===== config.mk =====
export PLATFORM = sky130hd
export DESIGN_NAME = clif_step_dp
export DESIGN_NICKNAME = d
export VERILOG_FILES = /design/src/rtl/core/clif_pkg.sv /design/src/rtl/core/clif_step_dp.sv
export SDC_FILE = /design/constraint.sdc
export NUM_CORES = 2
export LEC_CHECK = 0
export ABC_AREA = 0
export BUFFER_PORTS_ARGS = -buffer_cell sky130_fd_sc_hd__buf_4
export CORE_MARGIN = 3
export CORE_UTILIZATION = 30
export DETAILED_ROUTE_END_ITERATION = 10
export PLACE_DENSITY_LB_ADDON = 0.05
export SYNTH_ARGS = -nofsm -noshare
export SYNTH_HDL_FRONTEND = slang
export SYNTH_SLANG_ARGS = --single-unit

===== constraint.sdc =====
create_clock -name clk -period 16.7 [get_ports clk]
set_clock_uncertainty 0.05 [all_clocks]
set_input_delay 5.01 -clock clk [delete_from_list [all_inputs] [get_ports clk]]
set_output_delay 5.01 -clock clk [all_outputs]
set_load 0.05 [all_outputs]

===== src/rtl/core/clif_pkg.sv =====
// Shared types and constants for the conductance LIF neuron update block.
// No dependencies; every module under rtl/core imports this package.
package clif_pkg;

	// Operation codes of an input transaction
	localparam logic OP_LOAD = 1'b0;
	localparam logic OP_STEP = 1'b1;

	// Configuration register indexes (byte address = 4 * index)
	typedef enum logic [2:0] {
		REG_LEAK_RATE       = 3'd0,
		REG_LEAK_REVERSAL   = 3'd1,
		REG_EXC_REVERSAL    = 3'd2,
		REG_INH_REVERSAL    = 3'd3,
		REG_EXC_DECAY       = 3'd4,
		REG_INH_DECAY       = 3'd5,
		REG_SPIKE_THRESHOLD = 3'd6,
		REG_RESET_POTENTIAL = 3'd7
	} reg_idx_t;

	// Register reset values
	localparam logic [15:0] RST_LEAK_RATE       = 16'd655;
	localparam logic [15:0] RST_LEAK_REVERSAL   = 16'hC400;  // -15360
	localparam logic [15:0] RST_EXC_REVERSAL    = 16'h0000;
	localparam logic [15:0] RST_INH_REVERSAL    = 16'hB000;  // -20480
	localparam logic [15:0] RST_EXC_DECAY       = 16'd52429;
	localparam logic [15:0] RST_INH_DECAY       = 16'd58982;
	localparam logic [15:0] RST_SPIKE_THRESHOLD = 16'hCE00;  // -12800
	localparam logic [15:0] RST_RESET_POTENTIAL = 16'hC400;  // -15360

	// Configuration register set
	typedef struct packed {
		logic [15:0] leak_rate;
		logic [15:0] leak_reversal;
		logic [15:0] exc_reversal;
		logic [15:0] inh_reversal;
		logic [15:0] exc_decay;
		logic [15:0] inh_decay;
		logic [15:0] spike_threshold;
		logic [15:0] reset_potential;
	} cfg_t;

	// One word of the per-neuron state memory
	typedef struct packed {
		logic [15:0] potential;
		logic [15:0] exc;
		logic [15:0] inh;
		logic [15:0] stim;
	} nstate_t;

	// Outcome of one Euler step
	typedef struct packed {
		logic [15:0] potential;
		logic [15:0] exc;
		logic [15:0] inh;
		logic [7:0]  refr;
		logic        spike;
	} dp_out_t;

endpackage


===== src/rtl/core/clif_step_dp.sv =====
// Euler step datapath: products, accumulate, round, saturate, spike and refractory.
// Two register stages (_s2 products, _s3 sum); final stage is combinational. Depends on clif_pkg.
module clif_step_dp #(
	parameter int REFRACTORY_STEPS = 20
) (
	input  logic                clk,
	input  clif_pkg::cfg_t      cfg,
	input  clif_pkg::nstate_t   st,
	input  logic [7:0]          ref_cnt,
	output clif_pkg::dp_out_t   res
);
	import clif_pkg::*;

	localparam logic [7:0] REF_LOAD = 8'(REFRACTORY_STEPS);

	logic signed [16:0] d_leak, d_exc, d_inh;
	logic signed [33:0] pl_s2, pe_s2, pi_s2;
	logic        [31:0] de_s2, di_s2;
	logic signed [35:0] stim_term;
	logic signed [35:0] acc_s3;
	logic        [32:0] ge_rnd, gi_rnd;
	logic        [15:0] ge_s3, gi_s3;
	logic signed [19:0] dv;
	logic signed [20:0] nv;
	logic        [15:0] v_sat;
	logic               spike;
	logic        [7:0]  ref0;

	// Differences to the reversal potentials, 17-bit signed
	always_comb begin
		d_leak = $signed({cfg.leak_reversal[15], cfg.leak_reversal})
			- $signed({st.potential[15], st.potential});
		d_exc  = $signed({cfg.exc_reversal[15], cfg.exc_reversal})
			- $signed({st.potential[15], st.potential});
		d_inh  = $signed({cfg.inh_reversal[15], cfg.inh_reversal})
			- $signed({st.potential[15], st.potential});
	end

	// Stage 2: one multiplier per term
	always_ff @(posedge clk) begin
		pl_s2 <= d_leak * $signed({1'b0, cfg.leak_rate});
		pe_s2 <= d_exc * $signed({1'b0, st.exc});
		pi_s2 <= d_inh * $signed({1'b0, st.inh});
		de_s2 <= st.exc * cfg.exc_decay;
		di_s2 <= st.inh * cfg.inh_decay;
	end

	assign stim_term = {{4{st.stim[15]}}, st.stim, 16'b0};
	assign ge_rnd    = {1'b0, de_s2} + 33'd32768;
	assign gi_rnd    = {1'b0, di_s2} + 33'd32768;

	// Stage 3: sum with rounding bias, decayed conductances
	always_ff @(posedge clk) begin
		acc_s3 <= pl_s2 + pe_s2 + pi_s2 + stim_term + 36'sd32768;
		ge_s3  <= ge_rnd[31:16];
		gi_s3  <= gi_rnd[31:16];
	end

	// Final: shift, integrate, saturate, threshold, refractory hold
	always_comb begin
		dv = acc_s3[35:16];
		nv = $signed({{5{st.potential[15]}}, st.potential}) + $signed({dv[19], dv});
		if (nv > 21'sd32767) begin
			v_sat = 16'h7FFF;
		end else if (nv < -21'sd32768) begin
			v_sat = 16'h8000;
		end else begin
			v_sat = nv[15:0];
		end
		spike = $signed(v_sat) > $signed(cfg.spike_threshold);
		ref0  = spike ? REF_LOAD : ref_cnt;

		res.exc   = ge_s3;
		res.inh   = gi_s3;
		res.spike = spike;
		if (ref0 != 8'd0) begin
			res.refr      = ref0 - 8'd1;
			res.potential = cfg.reset_potential;
		end else begin
			res.refr      = ref0;
			res.potential = spike ? cfg.reset_potential : v_sat;
		end
	end

endmodule


# Word level (Yosys, flattened, before mapping)
# Cells that the tools add are included.
# Widths: inputs -> output; s select.
totals:
  register_bits: 234
  in_bits: 201
  output_inout_bits: 57
  wordCells: 34
classes:
  addsub: 11
  multipliers: 5
  magnitude_cmp: 3
  n_mux: 6
  n_reduce_logical: 1
op_table:
  columns: ["operator", "n"]
  rows:
  - ["$mul 17x17->34", 3]
  - ["$add 32x16->32 const B", 2]
  - ["$mul 16x16->32", 2]
  - ["$mux 16", 4]
  - ["$sub 16x16->17", 3]
  - ["$add 35x34->36", 1]
  - ["$add 36x17->36 const B", 1]
  - ["$add 36x32->36", 1]
  - ["$add 34x34->35", 1]
  - ["$add 16x20->21", 1]
  - ["$gt 21x16->1 const B", 1]
  - ["$lt 21x16->1 const B", 1]
  - ["$gt 16x16->1", 1]
  - ["$mux 8", 2]
  - ["$reduce_bool 8->1", 1]
  - ["$sub 8x1->8 const B", 1]

# Depth between registers and ports, before layout
logic_depth:
  ltp_word: 8
  depth_mapped: 37
  mapped_depth_nobuf: 36

# Worst setup path after synthesis
# No wires, ideal clock.
synth_path:
  kind: "input to output"
  from: "input st[48] in the netlist's numbering"
  to: "output res[43] in the netlist's numbering"
  arrival_ns: 10.504
  t_required_ns: 11.640
  path_slack_ns: 1.136
  path_stages: 25
  n_path_buf: 3
  cell_sequence: "ha_1 -> inv_1 -> fa_1 -> nor2b_1 -> o21ai_1 -> nand2b_2 -> a311oi_1 -> or4_4 -> o22ai_2 -> xnor2_1 -> nor4_2 -> a21oi_2 -> buf_2 -> o21ai_0 -> ha_1 -> nor2b_1 -> o21a_1 -> o21ai_0 -> a21oi_1 -> o31ai_1 -> a222oi_1 -> or3_1 -> clkbuf_1 -> clkbuf_1 -> o311ai_1"
synth_lines:
  columns: ["item", "line", "text"]
  rows:
  - ["start: declaration", "clif_step_dp.sv:8", "input clif_pkg::nstate_t st,"]
  - ["end: declaration", "clif_step_dp.sv:10", "output clif_pkg::dp_out_t res"]

==> flow_summary_export.csv <==
group,metric,value,unit
setup_path,crit_arrival,11.12,ns
timing,maxSlewHeadroom,22.5,%
detailed_routing,wl_met3,3650,um
placed_design,dpl.hpwl,153000,um
global_route,gr-total-overflow,0,
timing,finalCritPeriodShare,96.9,%
timing,setup_viol,0,
die,fp.dieArea,0.206,mm^2
synth,ys_ff_latch,188,
detailed_routing,drc,0,
clock_tree,clock_latency,0.51,ns
hold_path,hp-class,"reg2reg",
synth,synth.distinct_cells,91,
synth,yosys_warnings,0,
detailed_routing,drt_iter0_drc,1692,
detailed_routing,wl,185000,um
run,maxCapViolations,0,
timing,worst_pin_slew,1.15,ns
timing,max_freq,61.8,MHz
cells_and_area,final_nets,8874,
detailed_routing,top_layer,"met4",
setup_path,cp.required,11.64,ns
detailed_routing,wirelength_met1,84200,um
status,status,"finished clean",
synth,yosysTopAreaCell,"fa_1",
global_route,grt_pass1_vias,48454,
timing,hold_viol_final,0,
synth,synth_edf_count,0,
synth,synth_area_leaders,"fa_1 42%, ha_1 12%, inv_1 9.4%",
global_route,grt_pass1_wl,296000,um
synth,synth_commonest_cells,"1512 x inv_1, 1279 x fa_1, 875 x nand2_1",
setup_path,worstSetupPathType,"in2out",
die,start_util,30.4,%
clock_tree,clk_path_buf_depth,2,
cells_and_area,syn_to_final_growth,8.75,%
placed_design,gp_congestion,0.817,
timing,setup_tns,0,ns
setup_path,path_max_fanout,15,
timing,fin_crit,16.18,ns
clock_tree,clkTransAtPathRegs,0.06,ns
detailed_routing,ant_nets,0,
clock_tree,clkSinkCount,188,
detailed_routing,dr_wl_met2,92800,um
detailed_routing,vias_per_cell,4.61,
synth,synth.top_cell.area_share,42.5,%
setup_path,critPathCaptureType,"output pin",
synth,synth_most_common_cell,"inv_1",
timing,drv_slew,0,
clock_tree,hold_buffers,0,
synth,synth_async_sr_flop_share,0,%
synth,yosys_most_used_dff,"dfxtp_1",
synth,synth_area_per_cell,8.91,um^2
global_route,grt_usage,18.7,%
die,die_y,454,um
global_route,antenna_found_initial,11,
clock_tree,clock-root-buffer,"clkbuf_16",
synth,syn_nets,8838,
clock_tree,cts_tree,"built",
detailed_routing,wl_per_cell,19.6,um
detailed_routing,vias,43572,
clock_tree,cts_buffers,17,
global_route,grt_max_degree,58,
clock_tree,cts_max_level,4,
timing,rsz0062_at_grt,"false",
detailed_routing,detail_route.first_pass.iterations,5,
placed_design,portBuffers,257,
synth,synth_area,0.0602,mm^2
cells_and_area,drive_gt1_share,6.87,%
setup_path,cp-start-kind,"input pin",
die,io_pins,258,
die,fp-row-count,163,
die,coreArea,0.198,mm^2
synth,synth_seq_area_share,6.25,%
synth,netlist_instances,6761,
die,die_w,454,um
metal layers:
layer  track usage [%]  vias to the layer above
met5                 0                        -
met3              1.26                      101
met2              32.7                      473
met4              4.76                        0
li1                  -                    20584
met1              25.1                    22414
flip-flops by register name (all words and copies together), names as in the netlist:
register  flops
ge_s3        16
acc_s3       20
gi_s3        16
de_s2        17
pi_s2        34
di_s2        17
pl_s2        34
pe_s2        34
cells by family after synthesis:
group | Yosys count | share of synthesized area, %
adders and majority gates | 1876 | 54.9
xor gates and xnor gates | 214 | 3.11
and+or+nand+nor | 1950 | 15.7
buffers and inverters | 1817 | 11.4
AOI/OAI and AO/OA | 647 | 7.39
DFF | 188 | 6.25
muxes | 69 | 1.25
cell type report:
type / count / area (um^2)
fillers: 20968 / 133000
multi-input cells: 4756 / 49700
inverters: 1512 / 5680
flip-flops and latches: 188 / 3760
well taps: 2640 / 3300
repair buffers: 322 / 2420
clock buffers: 18 / 429
clock inverters: 13 / 184
diodes: 7 / 17.5
path summary, 6_finish.rpt:
path	startpoint	endpoint	slack, ns	depth (start not counted)
setup / recovery	st[49]	res[53]	0.52	27
hold / removal	di_s2[31]$_DFF_P_	gi_s3[15]$_DFF_P_	0.40	1
setup reg to reg	pi_s2[14]$_DFF_P_	acc_s3[35]$_DFF_P_	12.71	13
hold reg to reg	di_s2[31]$_DFF_P_	gi_s3[15]$_DFF_P_	0.40	1
worst max-delay path: stages:
cell and delay (ns):
buf_4 0.16, inv_1 0.19, fa_1 0.50, nor2b_1 0.13, o21ai_1 0.08, nand2b_2 0.10
a311oi_1 0.13, or4_4 0.59, o22ai_2 0.27, xnor2_1 0.21, nand4_1 0.28, nand3_1 0.43
o21ai_0 0.19, ha_1 0.32, nor2b_1 0.14, o21a_1 0.15, o21ai_0 0.15, a21oi_1 0.10
o31ai_1 0.27, a222oi_1 0.15, buf_4 0.19, nor3_1 0.18, buf_4 0.18, nand4_4 0.30
o311ai_2 0.20, buf_4 0.26, buf_4 0.23
metrics by stage:
step | instance area (um^2) | setup slack (ns) | utilization (%) | hold WS [ns] | instances
final | 65500 | 0.515 | 33.0 | 0.403 | 9456
after detailed placement | 64900 | 0.338 | 32.7 | 0.380 | 9418
after CTS | 65500 | 0.305 | 33.0 | 0.406 | 9449
after floorplan | 60200 | 1.14 | - | 0.363 | 6761
after global placement | 64900 | 0.323 | 32.7 | 0.393 | 9418
after global routing | 65500 | 0.0820 | 33.0 | 0.434 | 9455
layout by cell type, fill, tap and decap left out, types with 13 or more instances in the layout:
cell type  instances
nand2_1          875
xnor2_1          155
a41oi_1           16
a21o_1            68
or3_1             18
nor2_1           158
o211a_1           13
o21ai_0          149
nand2b_1         100
o21bai_1          15
ha_1             597
and3_1            32
mux2i_1           18
nand3_1          127
a21boi_0          15
clkbuf_16         17
o21a_1            48
xor2_1            54
o311ai_0          13
a31oi_1           21
and2_1           395
nand3b_1          17
mux2_2            50
nor3_1            47
nor2b_1          115
o211ai_1          15
a21oi_1          139
inv_1           1512
fa_1            1279
dfxtp_1          188
nand4_1           19
buf_4            322
what timing repair did:
item,CTS,global route
setup buffers,0,0
setup endpoints to repair,0,2
resized for setup,0,2
Power is not shown: default switching activity piles up to over one toggle a cycle in this logic, so the estimate is an artifact.
