**src/rtl/core/clif_pkg.sv**
```systemverilog
// Shared types and constants for the conductance LIF neuron update block.
// No dependencies; every module under rtl/core imports this package.
package clif_pkg;

	// Operation codes of an input transaction
	localparam logic OP_LOAD = 1'b0;
	localparam logic OP_STEP = 1'b1;

	// Configuration register indexes (byte address = 4 * index)
	typedef enum logic [2:0] {
		REG_LEAK_RATE       = 3'd0,
		REG_LEAK_REVERSAL   = 3'd1,
		REG_EXC_REVERSAL    = 3'd2,
		REG_INH_REVERSAL    = 3'd3,
		REG_EXC_DECAY       = 3'd4,
		REG_INH_DECAY       = 3'd5,
		REG_SPIKE_THRESHOLD = 3'd6,
		REG_RESET_POTENTIAL = 3'd7
	} reg_idx_t;

	// Register reset values
	localparam logic [15:0] RST_LEAK_RATE       = 16'd655;
	localparam logic [15:0] RST_LEAK_REVERSAL   = 16'hC400;  // -15360
	localparam logic [15:0] RST_EXC_REVERSAL    = 16'h0000;
	localparam logic [15:0] RST_INH_REVERSAL    = 16'hB000;  // -20480
	localparam logic [15:0] RST_EXC_DECAY       = 16'd52429;
	localparam logic [15:0] RST_INH_DECAY       = 16'd58982;
	localparam logic [15:0] RST_SPIKE_THRESHOLD = 16'hCE00;  // -12800
	localparam logic [15:0] RST_RESET_POTENTIAL = 16'hC400;  // -15360

	// Configuration register set
	typedef struct packed {
		logic [15:0] leak_rate;
		logic [15:0] leak_reversal;
		logic [15:0] exc_reversal;
		logic [15:0] inh_reversal;
		logic [15:0] exc_decay;
		logic [15:0] inh_decay;
		logic [15:0] spike_threshold;
		logic [15:0] reset_potential;
	} cfg_t;

	// One word of the per-neuron state memory
	typedef struct packed {
		logic [15:0] potential;
		logic [15:0] exc;
		logic [15:0] inh;
		logic [15:0] stim;
	} nstate_t;

	// Outcome of one Euler step
	typedef struct packed {
		logic [15:0] potential;
		logic [15:0] exc;
		logic [15:0] inh;
		logic [7:0]  refr;
		logic        spike;
	} dp_out_t;

endpackage

```
**src/rtl/core/clif_cfg_regs.sv**
```systemverilog
// Configuration register file with an APB-style slave port.
// Depends on clif_pkg (cfg_t, reg_idx_t, reset values).
module clif_cfg_regs (
	input  logic                clk,
	input  logic                arst_n,
	input  logic                psel,
	input  logic                penable,
	input  logic                pwrite,
	input  logic [4:0]          paddr,
	input  logic [31:0]         pwdata,
	output logic [31:0]         prdata,
	output clif_pkg::cfg_t      cfg
);
	import clif_pkg::*;

	cfg_t     cfg_q;
	reg_idx_t idx;
	logic     wr_en;

	assign idx   = reg_idx_t'(paddr[4:2]);
	assign wr_en = psel && penable && pwrite;
	assign cfg   = cfg_q;

	// Register writes on the access phase
	always_ff @(posedge clk or negedge arst_n) begin
		if (!arst_n) begin
			cfg_q.leak_rate       <= RST_LEAK_RATE;
			cfg_q.leak_reversal   <= RST_LEAK_REVERSAL;
			cfg_q.exc_reversal    <= RST_EXC_REVERSAL;
			cfg_q.inh_reversal    <= RST_INH_REVERSAL;
			cfg_q.exc_decay       <= RST_EXC_DECAY;
			cfg_q.inh_decay       <= RST_INH_DECAY;
			cfg_q.spike_threshold <= RST_SPIKE_THRESHOLD;
			cfg_q.reset_potential <= RST_RESET_POTENTIAL;
		end else if (wr_en) begin
			unique case (idx)
				REG_LEAK_RATE:       cfg_q.leak_rate       <= pwdata[15:0];
				REG_LEAK_REVERSAL:   cfg_q.leak_reversal   <= pwdata[15:0];
				REG_EXC_REVERSAL:    cfg_q.exc_reversal    <= pwdata[15:0];
				REG_INH_REVERSAL:    cfg_q.inh_reversal    <= pwdata[15:0];
				REG_EXC_DECAY:       cfg_q.exc_decay       <= pwdata[15:0];
				REG_INH_DECAY:       cfg_q.inh_decay       <= pwdata[15:0];
				REG_SPIKE_THRESHOLD: cfg_q.spike_threshold <= pwdata[15:0];
				REG_RESET_POTENTIAL: cfg_q.reset_potential <= pwdata[15:0];
			endcase
		end
	end

	// Read mux
	always_comb begin
		unique case (idx)
			REG_LEAK_RATE:       prdata = {16'b0, cfg_q.leak_rate};
			REG_LEAK_REVERSAL:   prdata = {16'b0, cfg_q.leak_reversal};
			REG_EXC_REVERSAL:    prdata = {16'b0, cfg_q.exc_reversal};
			REG_INH_REVERSAL:    prdata = {16'b0, cfg_q.inh_reversal};
			REG_EXC_DECAY:       prdata = {16'b0, cfg_q.exc_decay};
			REG_INH_DECAY:       prdata = {16'b0, cfg_q.inh_decay};
			REG_SPIKE_THRESHOLD: prdata = {16'b0, cfg_q.spike_threshold};
			REG_RESET_POTENTIAL: prdata = {16'b0, cfg_q.reset_potential};
		endcase
	end

endmodule

```
**config.mk**
```make
export PLATFORM = sky130hd
export DESIGN_NAME = clif_cfg_regs
export DESIGN_NICKNAME = d
export VERILOG_FILES = /design/src/rtl/core/clif_pkg.sv /design/src/rtl/core/clif_cfg_regs.sv
export SDC_FILE = /design/constraint.sdc
export NUM_CORES = 1
export LEC_CHECK = 0
export BUFFER_PORTS_ARGS = -buffer_cell sky130_fd_sc_hd__buf_2
export CAP_MARGIN = 20
export CORE_ASPECT_RATIO = 2
export CORE_UTILIZATION = 51
export DETAILED_ROUTE_END_ITERATION = 10
export PLACE_DENSITY = 0.81
export SLEW_MARGIN = 15
export SYNTH_ARGS = -nofsm -noshare
export SYNTH_HDL_FRONTEND = slang
export SYNTH_SLANG_ARGS = --single-unit
export TNS_END_PERCENT = 1
```
**constraint.sdc**
```tcl
create_clock -name clk -period 1.65 [get_ports clk]
set_input_delay 0.2475 -clock clk [delete_from_list [all_inputs] [get_ports clk]]
set_output_delay 0.2475 -clock clk [all_outputs]
set_load 0.01 [all_outputs]
```
# --- Yosys cells after proc, flatten, opt, wreduce, memory -nomap -nowiden ---
# Cells that the tools add are included.
word_totals:
  reg_bits: 128
  out_inout_bits: 160
  elab_cells: 27
classes:
  eq_ne: 7
  n_mux: 1
  reduce_logical: 11
ops:
  columns: ["op", "count"]
  rows:
  - ["one-hot mux 32 bit (8 select lines)", 1]
  - ["AND reduction 2 bit", 8]
  - ["equality test 3 bit, second input constant", 4]
  - ["equality test 3 x 2 -> 1 bit, second input constant", 2]
  - ["equality test 3 x 1 -> 1 bit, second input constant", 1]
  - ["zero test 3 bit", 1]
  - ["logical AND 1 bit", 2]

# --- Depth between registers and ports, before layout ---
# Gate-level depths: netlist (run 1).
logic_depth:
  word_depth: 3
  ltp_mapped: 6
  depth_no_buf: 3

# --- Least setup slack after synthesis (run 1) ---
# No wires, ideal clock.
synth_timing:
  path_type: "input port to output port"
  start: "input paddr[2]"
  end: "output prdata[0]"
  t_arrival_ns: 1.318
  required_time_ns: 1.402
  path_slack_ns: 0.085
  stages: 5
  n_path_buf: 3
  path_cell_list: "buf_2 or3_1 clkbuf_1 clkbuf_1 o22a_1"
synth_between:
  elab_chain_len: 2
  elab_cells_between_ends: 9
synth_lines:
  columns: ["element", "line_no", "text"]
  rows:
  - ["start, declared", "clif_cfg_regs.sv:9", "input logic [4:0] paddr,"]
  - ["equality test 3 bit (tied with other cells)", "clif_cfg_regs.sv:51", "unique case (idx)"]
  - ["one-hot mux 32 bit (8 select lines) *", "clif_cfg_regs.sv:51", null]
  - ["end, declared", "clif_cfg_regs.sv:11", "output logic [31:0] prdata,"]
# Every way passes the cells marked *; elsewhere a longest branch is shown, timed or not. The select of a mux whose other input is x is not followed.

# --- Final worst setup path (run 1) ---
layout_timing:
  start: "register cfg_q, in the netlist cfg[54]"
  end: "output prdata[6]"
layout_between:
  elab_chain_len: 1
layout_lines:
  columns: ["element", "line_no", "text"]
  rows:
  - ["start, declared", "clif_cfg_regs.sv:16", "cfg_t cfg_q;"]
  - ["one-hot mux 32 bit (8 select lines)", "clif_cfg_regs.sv:51", null]
# Every way passes these cells. The select of a mux whose other input is x is not followed.

==> metrics.txt, run 1 <==
status complete, but fails checks; failing checks negative setup slack; Final Wtd Congestion 0.849; pre-CTS WS -0.0761 ns; vias in the first global route about 4,900; # diodes 0; Hold WC Path Type in2reg; clock transition at the registers of the reported paths about 0.050 ns; Setup TNS Final -2.54 ns; area fraction of the dominant cell type after synthesis a little under two fifths; WP data arrival 1.68 ns; post-synthesis adder-cell area fraction 0%; Max IR drop VDD 1050 uV; die footprint 0.0123 mm2; Max Fclk 518 MHz; IO buf count 167; crit start category flip-flop; Via Count between 4,000 and 5,000; Compound-Gate Fraction of Synth Area under 10%; Layout Nets 688; commonest non-fill, non-tap cell in the layout buf_2; Core Util, Final 68.9%; Worst Skew 0 ns; Fill cells 842; CTS max path bufs 2; row cnt 56; Die H 156 um; Post-synth EDFFs 0; final setup violation count 16; clk_lat worst skew approximately 0.4 ns; detailed-route vias per instance 5.73; TritonCTS Sinks 128; Worst Path Max Fanout 2; post-DR wirelength/cell 21.5 um; multiplexer share of the synthesized area 32.0%; Cells after Synth around 430; CTS tree built; RSZ-0062 raised after global routing yes; max cap viols 0; io pins 202; Chip Width 79.1 um; layout cells sized above 1 65.4%; async set-reset flop share out of synthesis between 90% and 100%; H-Tree Depth 4; Ys Warns 0; GRT overflow 0; number of buffers created by CTS 17; final worst-path setup slack -0.282 ns; Final Max Tran Viols 0; Final Hold Viols 0; most frequent cells in the layout buf_2, mux2_2, dfrtp_1; ys flop type dfrtp_1; pwr/cell area around 1300 mW/mm2; period utilization 117%; top post-synthesis cells by area dfrtp_1, mux2_2, dfstp_2; library cells used by synthesis 31; Yosys reg bits 128; drt drc 0; first-pass GRT wire length 26,700 um; drt initial violations around 310; initial antenna violation count 0; largest family of logic cells by synthesized area multiplexers; max reg flops 128; Crit Path Class reg2out; Core Area 0.0116 mm2; XOR/XNOR Fraction of Synth Area 0%; Synth Area in Simple Gates ~2.9%; syn_area_per_cell 14.0 um2; Yosys top cell by area dfrtp_1; Post-Syn Area 0.00606 mm2; Tot GR Track Use 29.3%; CP Capture Type primary output; detailed placement HPWL 12,300 um; drt pass-1 iters 4; crit path time final 1.93 ns; post-route antenna net violation count 0; CP required 1.40 ns; Initial Util 52.1%; leakage approximately 4.0 nW; post-synthesis sequential area ratio 53.7%; largest net degree at the start of global routing 43; final wirelength 17,300 um; CTS root buf clkbuf_16; Area Overhead vs Synth 32.2%
==> critical path, stage by stage, from the launching register on <==
cell and delay [ns]:
dfstp_2 0.54, mux2i_1 0.08, a221oi_1 0.26, buf_4 0.16, o22a_1 0.11, buf_2 0.12
==> cells by family (layout without fill, tap and decap cells) <==
kind of cell,count (synthesis),in the layout
multiplexers,174,174
flip-flops,128,128
other,1,16
AO/OA/AOI/OAI,50,50
buffers and inverters,56,266
AND/OR/NAND/NOR,25,25
==> through the flow <==
step | hold WS (ns) | area [um2] | instances | total power, mW
after floorplan | -0.0481 | 6110 | 449 | 5.70
after global placement | 0.192 | 7360 | 770 | 6.78
after detailed placement | 0.195 | 7360 | 770 | 6.92
after CTS | 0.154 | 7990 | 804 | 10.6
after global routing | 0.160 | 8010 | 804 | 11.0
final | 0.172 | 8010 | 804 | 10.6
==> cell type report <==
type	count	area [um2]	area share [%]
Sequential cell	128	3250	40.6
Multi-Input combinational cell	265	2620	32.8
Timing Repair Buffer	221	1330	16.7
Clock buffer	26	489	6.11
Tap cell	145	181	2.26
Clock inverter	6	82.6	1.03
Inverter	13	48.8	0.609
==> cell usage after synthesis (2+ instances only) <==
cell type and instances:
a211oi_1 3, a221oi_1 12, buf_2 14, buf_4 18, clkbuf_1 9, dfrtp_1 90, dfstp_2 38, inv_1 13
mux2_2 118, mux2_4 10, mux2i_1 46, nand2_1 2, nand2b_1 4, nor2_1 4, nor2_2 6, nor3b_1 3
o22a_1 15, o22ai_1 15, or3_1 2
==> worst paths after layout <==
| path | startpoint | endpoint | slack (ns) | depth (start not counted) |
|---|---|---|---|---|
| worst max-delay path | cfg[54] | prdata[6] | -0.28 | 5 |
| worst min-delay path | pwdata[8] | cfg[120] | 0.17 | 2 |
| worst max register to register | cfg[54] | cfg[54] | 0.80 | 2 |
| worst min register to register | cfg[90] | cfg[90] | 0.52 | 1 |
| max in group asynchronous | arst_n | cfg[111] | 0.70 | 3 |
| min in group asynchronous | arst_n | cfg[32] | 0.31 | 2 |
==> metal layers <==
layer	vias to the layer above	global-route usage (%)	routed length (um)
met3	57	7.84	878
met1	2337	33.1	6410
met2	221	48.4	9160
met4	0	17.7	843
met5	-	0	0
li1	1992	-	-
==> report_power, final <==
part | internal, mW | leakage (nW) | total [mW] | switching, mW
Sequential | 3.90 | 1.55 | 4.43 | 0.535
Combinational | 1.27 | 2.20 | 2.52 | 1.25
Clock | 2.34 | 0.278 | 3.61 | 1.28
Total | 7.50 | 4.03 | 10.6 | 3.06
==> what timing repair did <==
item,in CTS,in global routing
setup buffers,1,0
endpoints found under the setup margin,16,16
pin swaps,5,2
resized for setup,6,4
hold endpoints to repair,13,0
hold buffers,1,0
(Power assumes the default switching activity.)
==> run 2, diff against run 1 <==
CORE_UTILIZATION = 46   (was 51)
PLACE_DENSITY = 0.77   (was 0.81)
clock period = 1.76 ns   (was 1.65 ns; I/O delays follow)
==> run 2 against run 1 <==
Compared with the run above:
- the flow still finishes with violations (negative setup slack)
- design area decreased by 1.1%
- core utilization decreased by 7.6 points
- via count decreased by 0.96%
- non-clock buffer count decreased by 15
- register-to-register slack improved by 0.13 ns
- routed wire length increased by 0.62%
- critical path depth unchanged
- clock skew unchanged
- flip-flop and latch count unchanged
- worst setup slack improved by 0.099 ns
- global-route usage decreased by 4.2 points
- sequential share of layout area increased by 0.47 points
==> metrics.txt, run 2 (same netlist as run 1, synthesis figures left out) <==
Critical-path top delay cell dfstp_2; number of buffers created by CTS 17; Via Count 4,563; CTS max path bufs 2; Core Util, Final 61.3%; final setup violation count 11; wl on met1 6150 um; detailed-route vias per instance 5.73; detailed placement HPWL approximately 12,000 um; final worst-path setup slack -0.183 ns; TritonCTS Sinks approximately 130; crit start category flip-flop; failing checks negative setup slack; Hold WC Path Type in2reg; Chip Width a little over 80 um; Slew headroom ~52%; Slew @ Worst Pin 0.714 ns; Post-CTS Setup Bufs 0; leakage 3.96 nW; Crit Path Class reg2out; drt pass-1 iters 4; max cap viols 0; clock transition at the registers of the reported paths 0.06 ns; max reg flops 128; final wirelength 17,400 um; WP data arrival 1.68 ns; H-Tree Depth 4; commonest non-fill, non-tap cell in the layout buf_2; Final Wtd Congestion 0.824; post-DR wirelength/cell 21.8 um; CTS tree built; die footprint approximately 0.014 mm2; io pins 202; clk_lat worst skew 0.42 ns; Layout Nets slightly below 700; Die H around 160 um; met2 WL 9570 um; drt initial violations approximately 270; critical path's top delay family flip-flops; Final Max Tran Viols 0; drt drc 0; GRT overflow 0; initial antenna violation count 1; Initial Util 46.9%; Final Hold Viols 0; post-route antenna net violation count 0; largest net degree at the start of global routing 129; Placed Area 0.00723 mm2; first-pass GRT wire length 25,900 um; IO buf count 167; area of the multi-input gates 0.00264 mm2; Crit path largest cell delay about 0.56 ns; sequence of cells on the critical path mux2i_2 > a221oi_2 > buf_4 > o22a_1 > buf_2; max layer used met4; vias in the first global route 4,792; period utilization 110%; CTS root buf clkbuf_16; Max Fclk 515 MHz; pwr/cell area 1260 mW/mm2; Routed met3 length slightly below 1000 um; CP required 1.50 ns; CP Capture Type primary output; FF/Latch Area 0.00325 mm2; Area Overhead vs Synth 30.7%; Worst Skew 0 ns; Finished Cell Area 0.00792 mm2; Core Area 0.0129 mm2; buffer and inverter count on the worst path 2; status complete, but fails checks; row cnt 59; RSZ-0062 raised after global routing yes; Tot GR Track Use 25.0%; most frequent cells in the layout buf_2, mux2_2, dfrtp_1; Max IR drop VDD between 800 and 900 uV; Fill cells 996; crit path time final 1.94 ns; Worst Path Max Fanout 3; layout cells sized above 1 between 60% and 70%
[run 2: stage by stage]
step | std cells | power [mW] | hold slack, ns | setup WS [ns] | setup TNS (ns)
floorplan | 449 | 5.34 | -0.0316 | 0.162 | 0
global placement | 763 | 6.35 | 0.402 | -0.00732 | -0.0415
detailed placement | 763 | 6.46 | 0.423 | -0.0695 | -2.00
CTS | 796 | 10.0 | 0.160 | -0.204 | -1.43
global route | 797 | 10.4 | 0.175 | -0.282 | -1.93
finish | 797 | 10.0 | 0.168 | -0.183 | -1.08
[run 2: where the power goes]
group          internal (mW)  leakage, nW  switching (mW)
clock network           2.21        0.292            1.31
registers               3.65         1.55           0.507
logic                   1.16         2.12            1.17
[run 2: layout make-up]
cell class                      count  share of cell area, %
Sequential cell                   128                   41.0
Multi-Input combinational cell    265                   33.3
Timing Repair Buffer              206                   15.0
Clock buffer                       17                   5.37
Tap cell                          152                   2.40
Clock inverter                     15                   2.15
Inverter                           13                  0.616
Antenna cell                        1                 0.0316
[run 2: worst paths after layout]
path                       slack (ns)       start        end  cells after the start
max                             -0.18     cfg[54]  prdata[6]                      5
min                              0.17  pwdata[13]   cfg[125]                      2
max reg2reg                      0.93    cfg[105]   cfg[105]                      1
min reg2reg                      0.52     cfg[68]    cfg[68]                      1
max in group asynchronous        0.72      arst_n    cfg[80]                      3
min in group asynchronous        0.45      arst_n     cfg[3]                      3
[run 2: routing by layer]
layer	GRT usage [%]	up-vias
li1	-	1966
met1	26.9	2340
met2	45.1	208
met3	5.68	49
met4	13.6	0
met5	0	-
[run 2: what timing repair did]
| action | CTS | global route |
|---|---|---|
| pin swaps | 4 | 2 |
| setup endpoints to repair | 13 | 16 |
| gates resized for setup | 3 | 11 |
| hold endpoints to repair | 42 | 0 |
| hold buffers | 1 | 0 |
==> run 3, diff against run 2 <==
--- a/config.mk
+++ b/config.mk
@@ -8,7 +8,7 @@
 export BUFFER_PORTS_ARGS = -buffer_cell sky130_fd_sc_hd__buf_2
-export CAP_MARGIN = 20
+export CAP_MARGIN = 5
 export CORE_ASPECT_RATIO = 2
-export CORE_UTILIZATION = 46
+export CORE_UTILIZATION = 51
 export DETAILED_ROUTE_END_ITERATION = 10
-export PLACE_DENSITY = 0.77
+export PLACE_DENSITY = 0.81
 export SLEW_MARGIN = 15
==> constraint.sdc (replaced) <==
create_clock -name clk -period 2.1 [get_ports clk]
set_input_delay 0.42 -clock clk [delete_from_list [all_inputs] [get_ports clk]]
set_output_delay 0.42 -clock clk [all_outputs]
set_load 0.01 [all_outputs]
==> run 3 against run 2 <==
Compared with the run above:
- combinational power fell by 17%
- clock power shrank 15%
- register-to-register slack better by 0.33 ns
- global-route usage is 4.2 points higher
- the run still ends with negative setup slack left
- clock skew stayed put
- core utilization is 6.5 points higher
- design area down 0.44%
- power fell by 16%
- flip-flop and latch count is the same
- first-iteration DRC count increased by 8.4%
==> metrics.txt, run 3 (same netlist as run 1, synthesis figures left out) <==
pre-CTS WS 0.0264 ns; GRT overflow 0; crit path time final 2.15 ns; sequence of cells on the critical path mux2i_1 > a211o_1 > a31oi_2 > buf_2; drt pass-1 iters 5; Slew @ Worst Pin 0.534 ns; Initial Util 52.1%; Hold WC Path Type in2reg; worst r2r src cfg[53]; Critical-path top delay cell dfstp_2; Crit Path Class reg2out; area of the multi-input gates 0.00262 mm2; vias in the first global route 4,716; drt drc 0; post-route antenna net violation count 0; Critical path origin cfg[10]; number of buffers created by CTS 17; io pins 202; first-pass GRT wire length 26,200 um; CTS max path bufs 2; pwr/cell area 1070 mW/mm2; final setup violation count 3; initial antenna violation count 0; Finished Cell Area 0.00788 mm2; RSZ-0062 raised after global routing yes; drt initial violations 297; # diodes 0; Tot GR Track Use 29.2%; clk_lat worst skew around 0.43 ns; max reg flops 128; IO buf count 167; row cnt 56; Hold Crit Start pwdata[9]; post-DR wirelength/cell roughly 22 um; critical path's top delay family flip-flops; most frequent cells in the layout buf_2, mux2_2, dfrtp_1; Core Area 0.0116 mm2; detailed-route vias per instance just under 6; clock transition at the registers of the reported paths 0.06 ns; CTS root buf clkbuf_16; Worst Skew 0 ns; die footprint 0.0123 mm2; detailed placement HPWL 12,200 um; Area Overhead vs Synth 30.1%; CTS tree built; final worst-path setup slack -0.0523 ns; Worst Reg2Reg Path Length in Cells 1; Via Count 4,599; H-Tree Depth 4; Fill cells 884; Max Fclk roughly 460 MHz; crit start category flip-flop; TritonCTS Sinks 128; Worst Hold Depth 2; Post-CTS Setup Bufs 0; largest net degree at the start of global routing 48; commonest non-fill, non-tap cell in the layout buf_2; FF/Latch Area 0.00325 mm2; Max IR drop VDD between 700 and 800 uV; leakage between 3 and 4 nW; failing checks negative setup slack; Chip Width 79.1 um; Setup TNS Final -0.114 ns; Non-Filler Instances 791; Worst Path Max Fanout 3; layout cells sized above 1 between 60% and 70%; Die H ~160 um; Layout Nets 675; CP Depth 4; buffer and inverter count on the worst path 1; Final Hold Viols 0; CP required 1.68 ns; Slew headroom 64.4%; Placed Area ~0.0072 mm2; Placed Instances around 760; period utilization 102%; final wirelength 17,300 um; WP data arrival 1.73 ns; max cap viols 0; Final Max Tran Viols 0; status complete, but fails checks; Crit path largest cell delay around 0.55 ns; CP Capture Type primary output; Final Wtd Congestion 0.818
==> run 3: changes by cell type in the layout (fill, tap and decap cells not counted), moves of 3 or more <==
cell / change
clkinv_4: -3
clkinv_2: -6
a221oi_2: -4
inv_6: +9
a221oi_1: +4
buf_4: +3
==> run 3: area by class of cell <==
class                   instances  area share (%)
clock buffers                  17            5.40
clock inverters                15            2.16
well taps                     145            2.30
inverters                      13           0.619
multi-input cells             265            33.2
repair buffers                208            15.1
flip-flops and latches        128            41.2
==> run 3: through the flow <==
stage | power (mW) | util, % | hold slack (ns)
after floorplan | 4.48 | - | 0.124
after global placement | 5.30 | 62.1 | 0.423
after detailed placement | 5.41 | 62.1 | 0.434
after CTS | 8.42 | 67.5 | 0.324
after global routing | 8.76 | 67.8 | 0.331
final | 8.42 | 67.8 | 0.330
==> run 3: routing by layer <==
layer,track usage (%),routed length [um],vias to the layer above
met5,0,0,-
met3,7.13,1060,48
met1,34.0,6240,2361
met2,48.0,9230,218
li1,-,-,1972
met4,17.5,727,0
==> run 3: power breakdown <==
part	total (mW)	switching, mW	internal [mW]
registers	3.48	0.422	3.06
logic	1.94	0.976	0.967
clock network	3.00	1.22	1.78
total	8.42	2.61	5.81
==> run 3: final timing paths <==
check,endpoint,slack [ns]
max reg2reg,cfg[53],1.26
min reg2reg,cfg[6],0.53
min in group asynchronous,cfg[35],0.51
max,prdata[10],-0.05
max in group asynchronous,cfg[41],0.88
min,cfg[121],0.33
==> run 3: what timing repair did <==
item	4_1_cts	5_1_grt
hold buffers	1	0
endpoints found under the setup margin	5	9
gates resized for setup	4	5
endpoints found under the hold margin	25	0
pin swaps	0	2
